### src/sv/cllct_pkg.sv
`timescale 1ns / 1ps
// ----------------------------------------------------------------------------
// cllct_pkg
// Types and constants shared by the channel load link cost table.
// ----------------------------------------------------------------------------
package cllct_pkg;

    localparam int unsigned CfgW = 23;

    typedef enum logic [1:0] {
        K_CLEAR = 2'd0,
        K_HELLO = 2'd1,
        K_TICK  = 2'd2,
        K_NONE  = 2'd3
    } t_kind;

    typedef struct packed {
        logic [1:0]  kind;
        logic [3:0]  link;
        logic        foreign_present;
        logic [7:0]  foreign_lq;
        logic [31:0] meas_time;
        logic [31:0] busy_time;
        logic [31:0] nav_reads;
        logic [31:0] nav_busy;
    } t_in_item;

    typedef struct packed {
        logic [3:0] out_link;
        logic [8:0] cost;
        logic [7:0] lq_value;
        logic [7:0] nlq_value;
        logic [7:0] load_value;
        logic       is_summary;
        logic       changed_any;
        logic       last;
    } t_out_item;

    typedef enum logic [3:0] {
        S_IDLE,
        S_CLR,
        S_HELLO_RD,
        S_HELLO_WR,
        S_DIV,
        S_AVG_RD,
        S_AVG_WR,
        S_HYS_RD,
        S_HYS_WR,
        S_CU_RD,
        S_CU_WR,
        S_SUM
    } t_state;

    // true when smoothed and current differ by more than 10 percent, or current rises to 255
    function automatic logic differs_enough(input logic [7:0] sm, input logic [7:0] now);
        logic [7:0] tenth;
        tenth = 8'((16'(sm) * 16'd205) >> 11);
        if (sm < now) begin
            differs_enough = (now == 8'd255) || ((now - sm) > tenth);
        end else if (sm > now) begin
            differs_enough = (sm - now) > tenth;
        end else begin
            differs_enough = 1'b0;
        end
    endfunction

endpackage

### src/sv/channel_load_link_cost_table.sv
`timescale 1ns / 1ps
// ----------------------------------------------------------------------------
// channel_load_link_cost_table
// Per-link quality table with channel load averaging and cost hysteresis.
// ----------------------------------------------------------------------------
// Channels: i_in_* carries clear, hello and tick items; o_out_* carries the
// result items of a tick (one per copied link, then a summary with last=1);
// i_cfg_* writes the broken cost ceiling, only while the block is idle.
// Clear and hello give no result. A tick runs two 40-step restoring
// divisions (one bit per cycle, shared unit), then an averaging pass, a
// hysteresis pass and, if any link was copied, a catch-up pass over NUM_LINKS
// entries, each entry a read state and a write state of the link memory; the
// hysteresis and catch-up write states wait while the output stalls.
// Link qualities live in one synchronous memory of NUM_LINKS words with a
// registered read port; active flags are flip-flops cleared by reset, and an
// inactive entry's word is never used, so the memory needs no clearing pass.
// Reset (synchronous, active low) empties the table and sets the ceiling to
// 4194304. When the receiver stalls, the sequencer waits with the result in
// the output register and takes no new item until the tick has finished.
// ----------------------------------------------------------------------------
module channel_load_link_cost_table
    import cllct_pkg::*;
#(
    parameter int NUM_LINKS = 16
) (
    input  logic                 i_clk,
    input  logic                 i_rst_n,
    input  logic                 i_in_valid,
    output logic                 o_in_ready,
    input  t_in_item             i_in_data,
    output logic                 o_out_valid,
    input  logic                 i_out_ready,
    output t_out_item            o_out_data,
    input  logic                 i_cfg_valid,
    output logic                 o_cfg_ready,
    input  logic [CfgW-1:0]      i_cfg_data
);

    localparam int IW = (NUM_LINKS > 1) ? $clog2(NUM_LINKS) : 1;
    localparam int CW = $clog2(NUM_LINKS + 1);

    // memory word: lq_now, nlq_now, lq_smooth, nlq_smooth
    logic [31:0] mem [NUM_LINKS];
    logic [31:0] r_rd;
    logic [IW-1:0] mem_addr;
    logic          mem_we;
    logic [31:0]   mem_wd;

    t_state r_state, n_state;
    t_in_item r_item;
    logic [CfgW-1:0] r_broken;
    logic [NUM_LINKS-1:0] r_active, r_copied;
    logic [7:0] r_load, n_load;
    logic [CW-1:0] r_idx;
    logic r_trig;
    logic r_ov, n_ov;
    t_out_item r_out, n_out;

    // divider
    logic [39:0] r_rem;
    logic [31:0] r_den;
    logic [39:0] r_quo;
    logic [5:0]  r_cnt;
    logic        r_second;
    logic [7:0]  r_m;
    logic [40:0] trial;
    logic [7:0]  sat_q;

    logic [7:0] lq_now, nlq_now, lq_sm, nlq_sm;
    logic       idx_act, idx_end, hys_hit, cu_hit;
    logic [9:0] sum;
    logic [CfgW-1:0] clamp;
    logic [8:0] cost_v;
    logic [IW-1:0] idx_a;
    logic [IW-1:0] link_i;
    logic link_ok;

    assign idx_a   = r_idx[IW-1:0];
    assign idx_end = (r_idx == CW'(NUM_LINKS));
    assign idx_act = !idx_end && r_active[idx_a];
    assign link_ok = (32'(r_item.link) < 32'(NUM_LINKS));
    assign link_i  = IW'(r_item.link);

    assign {lq_now, nlq_now, lq_sm, nlq_sm} = r_rd;
    assign hys_hit = differs_enough(lq_sm, lq_now) || differs_enough(nlq_sm, nlq_now);
    assign cu_hit  = !(lq_sm == 8'd255 && nlq_sm == 8'd255) &&
                     !(lq_sm == lq_now && nlq_sm == nlq_now) && !r_copied[idx_a];

    assign sum    = 10'(lq_now) + 10'(nlq_now);
    assign clamp  = (CfgW'(sum) > r_broken) ? r_broken : CfgW'(sum);
    assign cost_v = (clamp == '0) ? 9'd1 : clamp[8:0];

    assign trial = {r_rem[38:0], r_quo[39]} - {9'd0, r_den};
    assign sat_q = (r_den == '0) ? 8'd0 : ((r_quo[39:8] != '0) ? 8'd255 : r_quo[7:0]);

    assign o_in_ready  = (r_state == S_IDLE);
    assign o_cfg_ready = (r_state == S_IDLE);
    assign o_out_valid = r_ov;
    assign o_out_data  = r_out;

    // memory
    always_ff @(posedge i_clk) begin
        if (mem_we) begin
            mem[mem_addr] <= mem_wd;
        end
        r_rd <= mem[mem_addr];
    end

    always_comb begin
        mem_addr = idx_a;
        mem_we   = 1'b0;
        mem_wd   = r_rd;
        case (r_state)
            S_CLR: begin
                mem_addr = link_i;
                mem_we   = link_ok;
                mem_wd   = '0;
            end
            S_HELLO_RD: mem_addr = link_i;
            S_HELLO_WR: begin
                mem_addr = link_i;
                mem_we   = 1'b1;
                mem_wd   = {lq_now, (r_item.foreign_present ? r_item.foreign_lq : 8'd0),
                            lq_sm, nlq_sm};
            end
            S_AVG_WR: begin
                mem_we = idx_act;
                mem_wd = {n_load, nlq_now, lq_sm, nlq_sm};
            end
            S_HYS_WR: begin
                mem_we = idx_act && hys_hit && !(r_ov && !i_out_ready);
                mem_wd = {lq_now, nlq_now, lq_now, nlq_now};
            end
            S_CU_WR: begin
                mem_we = idx_act && cu_hit && !(r_ov && !i_out_ready);
                mem_wd = {lq_now, nlq_now, lq_now, nlq_now};
            end
            default: ;
        endcase
    end

    assign n_load = 8'((9'(r_load) + 9'(r_m)) >> 1);

    // next state
    always_comb begin
        n_state = r_state;
        case (r_state)
            S_IDLE: begin
                if (i_in_valid) begin
                    case (t_kind'(i_in_data.kind))
                        K_CLEAR: n_state = S_CLR;
                        K_HELLO: n_state = S_HELLO_RD;
                        K_TICK:  n_state = S_DIV;
                        default: n_state = S_IDLE;
                    endcase
                end
            end
            S_CLR:      n_state = S_IDLE;
            S_HELLO_RD: n_state = (link_ok && r_active[link_i]) ? S_HELLO_WR : S_IDLE;
            S_HELLO_WR: n_state = S_IDLE;
            S_DIV:      n_state = (r_cnt == 6'd40 && r_second) ? S_AVG_RD : S_DIV;
            S_AVG_RD:   n_state = idx_end ? S_HYS_RD : S_AVG_WR;
            S_AVG_WR:   n_state = S_AVG_RD;
            S_HYS_RD:   n_state = idx_end ? (r_trig ? S_CU_RD : S_SUM) : S_HYS_WR;
            S_HYS_WR: begin
                if (!(r_ov && !i_out_ready)) n_state = S_HYS_RD;
            end
            S_CU_RD:    n_state = idx_end ? S_SUM : S_CU_WR;
            S_CU_WR: begin
                if (!(r_ov && !i_out_ready)) n_state = S_CU_RD;
            end
            S_SUM: begin
                if (!(r_ov && !i_out_ready)) n_state = S_IDLE;
            end
            default: n_state = S_IDLE;
        endcase
    end

    // outputs
    always_comb begin
        n_ov  = r_ov && !i_out_ready;
        n_out = r_out;
        if (!(r_ov && !i_out_ready)) begin
            case (r_state)
                S_HYS_WR, S_CU_WR: begin
                    if (idx_act && ((r_state == S_HYS_WR) ? hys_hit : cu_hit)) begin
                        n_ov              = 1'b1;
                        n_out.out_link    = 4'(r_idx);
                        n_out.cost        = cost_v;
                        n_out.lq_value    = lq_now;
                        n_out.nlq_value   = nlq_now;
                        n_out.load_value  = r_load;
                        n_out.is_summary  = 1'b0;
                        n_out.changed_any = 1'b1;
                        n_out.last        = 1'b0;
                    end
                end
                S_SUM: begin
                    n_ov              = 1'b1;
                    n_out             = '0;
                    n_out.load_value  = r_load;
                    n_out.is_summary  = 1'b1;
                    n_out.changed_any = r_trig;
                    n_out.last        = 1'b1;
                end
                default: ;
            endcase
        end
    end

    always_ff @(posedge i_clk) begin
        if (!i_rst_n) begin
            r_state  <= S_IDLE;
            r_broken <= CfgW'(4194304);
            r_active <= '0;
            r_load   <= '0;
            r_ov     <= 1'b0;
            r_trig   <= 1'b0;
            r_idx    <= '0;
        end else begin
            r_state <= n_state;
            r_ov    <= n_ov;
            if (i_cfg_valid && o_cfg_ready) begin
                r_broken <= i_cfg_data;
            end
            if (r_state == S_IDLE && i_in_valid) begin
                r_idx  <= '0;
                r_trig <= 1'b0;
            end
            if (r_state == S_CLR && link_ok) begin
                r_active[link_i] <= 1'b1;
            end
            if (r_state == S_AVG_WR) begin
                if (idx_act) r_load <= n_load;
                r_idx <= r_idx + 1'b1;
            end
            if (r_state == S_AVG_RD && idx_end) r_idx <= '0;
            if (r_state == S_HYS_RD && idx_end) r_idx <= '0;
            if ((r_state == S_HYS_WR || r_state == S_CU_WR) && !(r_ov && !i_out_ready)) begin
                r_idx <= r_idx + 1'b1;
                if (r_state == S_HYS_WR && idx_act && hys_hit) r_trig <= 1'b1;
            end
        end
    end

    // payload and divider registers
    always_ff @(posedge i_clk) begin
        r_out <= n_out;
        if (r_state == S_IDLE && i_in_valid) begin
            r_item   <= i_in_data;
            r_copied <= '0;
            r_rem    <= '0;
            r_quo    <= {i_in_data.busy_time, 8'd0} - {8'd0, i_in_data.busy_time};
            r_den    <= i_in_data.meas_time;
            r_cnt    <= '0;
            r_second <= 1'b0;
            r_m      <= '0;
        end else if (r_state == S_DIV) begin
            if (r_cnt == 6'd40) begin
                r_m      <= (sat_q > r_m) ? sat_q : r_m;
                r_second <= 1'b1;
                r_rem    <= '0;
                r_quo    <= {r_item.nav_busy, 8'd0} - {8'd0, r_item.nav_busy};
                r_den    <= r_item.nav_reads;
                r_cnt    <= '0;
            end else begin
                if (!trial[40]) begin
                    r_rem <= trial[39:0];
                    r_quo <= {r_quo[38:0], 1'b1};
                end else begin
                    r_rem <= {r_rem[38:0], r_quo[39]};
                    r_quo <= {r_quo[38:0], 1'b0};
                end
                r_cnt <= r_cnt + 1'b1;
            end
        end
        if (r_state == S_HYS_WR && idx_act && hys_hit && !(r_ov && !i_out_ready)) begin
            r_copied[idx_a] <= 1'b1;
        end
    end

    property p_out_hold;
        @(posedge i_clk) disable iff (!i_rst_n)
        o_out_valid && !i_out_ready |=> o_out_valid && $stable(o_out_data);
    endproperty
    a_out_hold: assert property (p_out_hold) else $error("result changed while stalled");

    a_busy_no_in: assert property (@(posedge i_clk) disable iff (!i_rst_n)
        r_state != S_IDLE |-> !o_in_ready) else $error("input taken while busy");

    a_sum_ends: assert property (@(posedge i_clk) disable iff (!i_rst_n)
        o_out_valid && o_out_data.last |-> o_out_data.is_summary)
        else $error("last without summary");

    a_cost_nz: assert property (@(posedge i_clk) disable iff (!i_rst_n)
        o_out_valid && !o_out_data.is_summary |-> o_out_data.cost != 9'd0)
        else $error("zero link cost");

endmodule
### config.mk
export PLATFORM = sky130hd
export DESIGN_NAME = channel_load_link_cost_table
export DESIGN_NICKNAME = d
export VERILOG_FILES = /design/src/sv/cllct_pkg.sv /design/src/sv/channel_load_link_cost_table.sv
export SDC_FILE = /design/constraint.sdc
export NUM_CORES = 2
export LEC_CHECK = 0
export ABC_AREA = 1
export ABC_CLOCK_PERIOD_IN_PS = 6000
export BUFFER_PORTS_ARGS = -buffer_cell sky130_fd_sc_hd__buf_2
export CORE_ASPECT_RATIO = 0.5
export CORE_MARGIN = 2
export CORE_UTILIZATION = 37
export DETAILED_ROUTE_END_ITERATION = 10
export PLACE_DENSITY = 0.58
export SLEW_MARGIN = 20
export SYNTH_ARGS = -nofsm -noshare
export SYNTH_HDL_FRONTEND = slang
export SYNTH_SLANG_ARGS = --single-unit
### constraint.sdc
create_clock -name i_clk -period 6 [get_ports i_clk]
set_input_delay 1.5 -clock i_clk [delete_from_list [all_inputs] [get_ports i_clk]]
set_output_delay 1.5 -clock i_clk [all_outputs]
set_load 0.05 [all_outputs]
### Word-level counts from Yosys, hierarchy flattened

Memories as Yosys holds them, arrays and structs flattened. A register that Yosys moved wholly into a read port is not among the register bits.
Index checks and enable logic that the tools add are counted.

| word-level totals | value |
|---|---|
| memories | 1 |
| bits in writable memories | 512 |
| word-level logic and storage cells | 196 |
| input bits | 171 |
| output and inout bits | 43 |
| register bits | 317 |

| operators by class | value |
|---|---|
| add/subtract/negate cells | 11 |
| order comparisons | 14 |
| equality and inequality tests | 26 |
| bitwise operators | 3 |
| multiply operators | 2 |
| reductions and logical operators | 50 |
| mux-type cells | 62 |

Memory list:

| name | words | bits a word | rd ports | clocked after Yosys merged registers in | wr ports | line | source |
|---|---|---|---|---|---|---|---|
| mem | 16 | 32 | 1 | 1 | 1 | channel_load_link_cost_table.sv:43 | `logic [31:0] mem [NUM_LINKS];` |

Operators with widths:

| operator | number |
|---|---|
| $mux W40 | 4 |
| $pmux W32 S4 | 1 |
| $mux W32 | 3 |
| $pmux W40 S2 | 1 |
| $sub A40 B32 Y40 | 2 |
| $mux W39 | 2 |
| $sub A40 B32 Y41 | 1 |
| $pmux W4 S10 | 1 |
| $eq A8 B8 Y1 const B | 4 |
| $gt A8 B5 Y1 | 4 |
| $logic_not A32 Y1 | 1 |
| $mul A8 B8 Y16 const B | 2 |
| $mux W16 | 2 |
| $or A16 B16 Y16 | 2 |
| $reduce_bool A32 Y1 | 1 |
| $sub A8 B8 Y8 | 4 |
| $mux W5 | 5 |
| $gt A8 B8 Y1 | 3 |
| $mux W8 | 3 |
| $gt A9 B23 Y1 | 1 |
| $logic_not A23 Y1 | 1 |
| $mux W23 | 1 |
| $logic_and A1 B1 Y1 | 22 |
| $mux W1 | 21 |
| 38 further kinds | 76 |

### Longest topological paths before layout

| depth | value |
|---|---|
| depth after elaboration | 10 |
| gate-level depth with buffers | 31 |
| gate-level depth less buffers | 31 |

### Worst setup path before layout

Ideal clock, no wire load.

| timing path | value |
|---|---|
| path kind | register to register |
| from | reg r_rd[1], read port of mem |
| to | mem mem[0][0], enable pin |
| data required time | 5.568 ns |
| period minus slack after synthesis | 6.483 ns |
| stages on the path, launching flop included | 27 |
| path slack | -0.483 ns |
| setup time | 0.432 ns |
| data arrival time | 6.051 ns |
| path buffers | 0 |
| cells stage by stage | dfxtp_1 > ha_1 > xor2_1 > ha_1 > fa_1 > inv_1 > fa_1 > inv_1 > ha_1 > a21oi_1 > o21ai_1 > nand2_1 > nand3_1 > nand2_1 > nand2_1 > a21oi_1 > xor2_1 > ha_1 > o22ai_1 > nor2_1 > nand3_1 > a21oi_1 > a21oi_1 > a21oi_2 > nand2_4 > o21ai_4 > a21oi_1 |

| on the way | value |
|---|---|
| cells in the longest elaborated chain, start to end | 10 |
| elaborated cells on any way between the ends | 26 |
| those cells by class | add/sub (2); mul (1); order compare (4); eq/ne (2); mux (5); reduce/logical (12) |

Ends and longest elaborated chain:

| element | line | source |
|---|---|---|
| start: declaration | channel_load_link_cost_table.sv:44 | `logic [31:0] r_rd;` |
| $mul A8 B8 Y16 (tied with other cells) | cllct_pkg.sv:57 | `tenth = 8'((16'(sm) * 16'd205) >> 11);` |
| $gt A8 B5 Y1 (tied with other cells) | cllct_pkg.sv:61 | `differs_enough = (sm - now) > tenth;` |
| $mux W1 (tied with other cells) | cllct_pkg.sv:60 | `end else if (sm > now) begin` |
| $mux W1 or $logic_and A1 B1 Y1 (tied branches) | cllct_pkg.sv:58, channel_load_link_cost_table.sv:86 |  |
| $logic_or A1 B1 Y1 or $logic_and A1 B1 Y1 (tied branches) | channel_load_link_cost_table.sv:85, channel_load_link_cost_table.sv:87 |  |
| $logic_and A1 B1 Y1, on equally long branches (2 in a row) | channel_load_link_cost_table.sv:131, channel_load_link_cost_table.sv:135 |  |
| $pmux W1 S4 * | channel_load_link_cost_table.sv:113 | `case (r_state)` |
| $mux W1 * | channel_load_link_cost_table.sv:103 | `if (mem_we) begin` |
| $mux W1 (implied by the code) * | channel_load_link_cost_table.sv:104 | `mem[mem_addr] <= mem_wd;` |
| end: declaration | channel_load_link_cost_table.sv:43 |  |

Every way passes the cells marked *; elsewhere a longest branch is shown, timed or not.

### Worst setup path after layout

| timing path | value |
|---|---|
| from | reg r_rd[1], read port of mem |
| to | mem mem[5][30], enable pin |

Same word-level chain as after synthesis.

==> flow_summary.toml <==
[outcome]
status = "finished, final reports clean"

[critical_path]
r2r_end = "mem[5][30]$_DFFE_PP_"
crit_top_cell = "inv_1"
reg2reg_depth = 31
reg2reg_from = "r_rd[1]$_DFF_P_"
path_max_fanout = 7
startpoint_type = "flop"
crit_path_end_kind = "flop"
worstSetupPathType = "reg -> reg"
arrival_ps = 6270
critPathLaunch = "r_rd[1]$_DFF_P_"
critPathMaxStageDelay_ps = 530
r2r_setup_slack_ps = 190
critPathRequiredTime_ps = 6460
slowest_stage = "fa_1"

[drt]
first_pass_iters = 5
routed_wl_mm = 131
antenna_left = 0
drc_errors = 0
drt_iter0_drc = 2707
post_drt_wl_per_cell_um = 20.6
vias = 33400
vias_per_cell = 5.25

[clock_tree]
cts_tree = "built"
path_clk_slew_ps = 70
numCtsBuffers = 83
cts_max_level = 3
cts_buffer_depth = 3
cts.sinks = 860
clockRootBuffer = "clkbuf_16"
postCtsHoldBufs = 0
clkLatencyLatePin_ps = 700

[logic_synthesis]
synth.top_cell.area_share = 0.478
synth_warnings = 0
async_reset_ff_frac = 0
yosysMostFrequentCell = "nand2_1"
dominantRegCellSynth = "edfxtp_1"
synth-edff-count = 700
synthTopCellsByCount = "nand2_1, edfxtp_1, inv_1"
ys_seq_area_frac = 0.551
ys_types = 67
syn-cell-area_mm2 = 0.0440
yosys_register_bits = 860
synth_top_area_cell = "edfxtp_1"
synthTopCellsByArea = "edfxtp_1, nand2_1, dfxtp_1"
syn_inst = 4387
syn_nets = 4831
synth.avg_cell_area_um2 = 10.0

[hold_path]
hp-start = "r_copied[4]$_DFF_P_"
hp-class = "reg -> reg"
holdPathEnd = "r_copied[4]$_DFF_P_"
worstHoldPathCells = 2

[sta]
hold_ws_ps = 457
post-route-period-util = 0.968
fmax_ghz = 0.172
period_minus_slack_ps = 5810
slew_viol_final = 0
hold_viol_final = 0
tightest_slew_ps = 1190
skew_ps = 35.5
setup_viol = 0
tns_ps = 0
fin_ws_ps = 194
max_slew_margin = 0.209

[global_route]
grt_max_degree = 80
grt_pass1_vias = 32800
grt.overflow.total = 0
grt_pass1_wl_mm = 196
grt_util_all_layers = 0.209
antenna_found_initial = 9

[power]
p_per_area_mw_per_mm2 = 601
peakVddDrop_mv = 0.479
power.leakage_nw = 20.3
p_total_mw = 30.8

[floorplanning]
die_h_um = 248
io_pins = 214
initial_core_util = 0.373
die_area_mm2 = 0.122
fp.dieW_um = 492
rows = 89
core-area_mm2 = 0.118

[placed_design]
port_buffers = 213
place_congestion = 0.934
place_ws_ps = -270
place_inst = 6146
place_hpwl_mm = 94.5
placed_area_mm2 = 0.0474

[cells_and_area]
fin_util = 0.435
syn_to_final_growth_pct = 16.7
multi_input_area_mm2 = 0.0178
layout.cells.non_filler = 6354
fin_nets = 5134
drive_gt1_frac = 0.133
final_cell_area_mm2 = 0.0513
fill_cells = 11100
ff_latch_area_mm2 = 0.0242

[run]
maxCapViolCount = 0
[cells by family after synthesis]
group / Yosys count / share of synthesized area
AO/OA/AOI/OAI: 1014 / 0.142
buffers and inverters: 609 / 0.0576
adder cells (fa/ha/maj): 273 / 0.0819
flip-flops: 860 / 0.551
AND/OR/NAND/NOR: 1510 / 0.144
XOR/XNOR: 121 / 0.0241
[power by group]
group          switching (mW)  internal (mW)
logic                    10.8           6.33
registers               0.479           7.78
clock network            2.45           3.02
[placed cells by master (no fill, tap or decap), drive strengths merged, types with 98 or more instances in the layout]
master,n
inv,469
a22oi,259
clkbuf,98
edfxtp,700
ha,248
buf,354
o21ai,289
a21oi,317
nand3,128
nand2,923
dfxtp,160
nor2,301
[state kept, by name, indices dropped and copies added, names as in the netlist, 4 cells and up]
register    cells
mem           512
r_idx           5
r_m             8
r_rd           32
r_load          8
r_item         73
r_cnt           6
r_copied       16
r_rem          39
r_den          32
r_active       16
link_i          4
o_out_data     39
r_state         4
r_quo          40
r_broken       23
[final cells by class]
type | count | area share
flip-flops and latches | 860 | 0.472
multi-input cells | 2923 | 0.347
repair buffers | 357 | 0.0533
clock buffers | 95 | 0.0419
well taps | 1592 | 0.0388
inverters | 465 | 0.0340
clock inverters | 58 | 0.0129
diodes | 4 | 0.000195
[how the worst max path moves through the flow]
stage                                end  slack [ps]  cells past startpoint
floorplan            mem[0][0]$_DFFE_PP_        -480                     26
global placement    mem[6][19]$_DFFE_PP_        -320                     30
detailed placement  mem[6][30]$_DFFE_PP_        -270                     30
CTS                 mem[3][29]$_DFFE_PP_        -130                     30
global route        mem[5][24]$_DFFE_PP_         -40                     30
finish              mem[5][30]$_DFFE_PP_         190                     31
[timing repair]
item | in CTS | in global routing
endpoints found under the setup margin | 480 | 551
buffers inserted | 0 | 31
resized for setup | 15 | 26
pin swaps | 11 | 30
cloned | 5 | 5
[routing by layer]
metal	global-route usage	vias up	routed length (um)
li1	-	16100	-
met1	0.286	16200	59000
met5	0	-	27
met3	0.0324	166	7460
met4	0.0509	4	2700
met2	0.347	949	61400
[critical path: cells and delay by family, from the launching register on]
family / cells / cell delay, ps
xor gates and xnor gates: 2 / 360
DFF: 1 / 360
AOI/OAI and AO/OA: 5 / 860
buffers and inverters: 8 / 990
adders and majority gates: 6 / 2130
and+or+nand+nor: 10 / 850
Power figures use the tool's default switching activity.
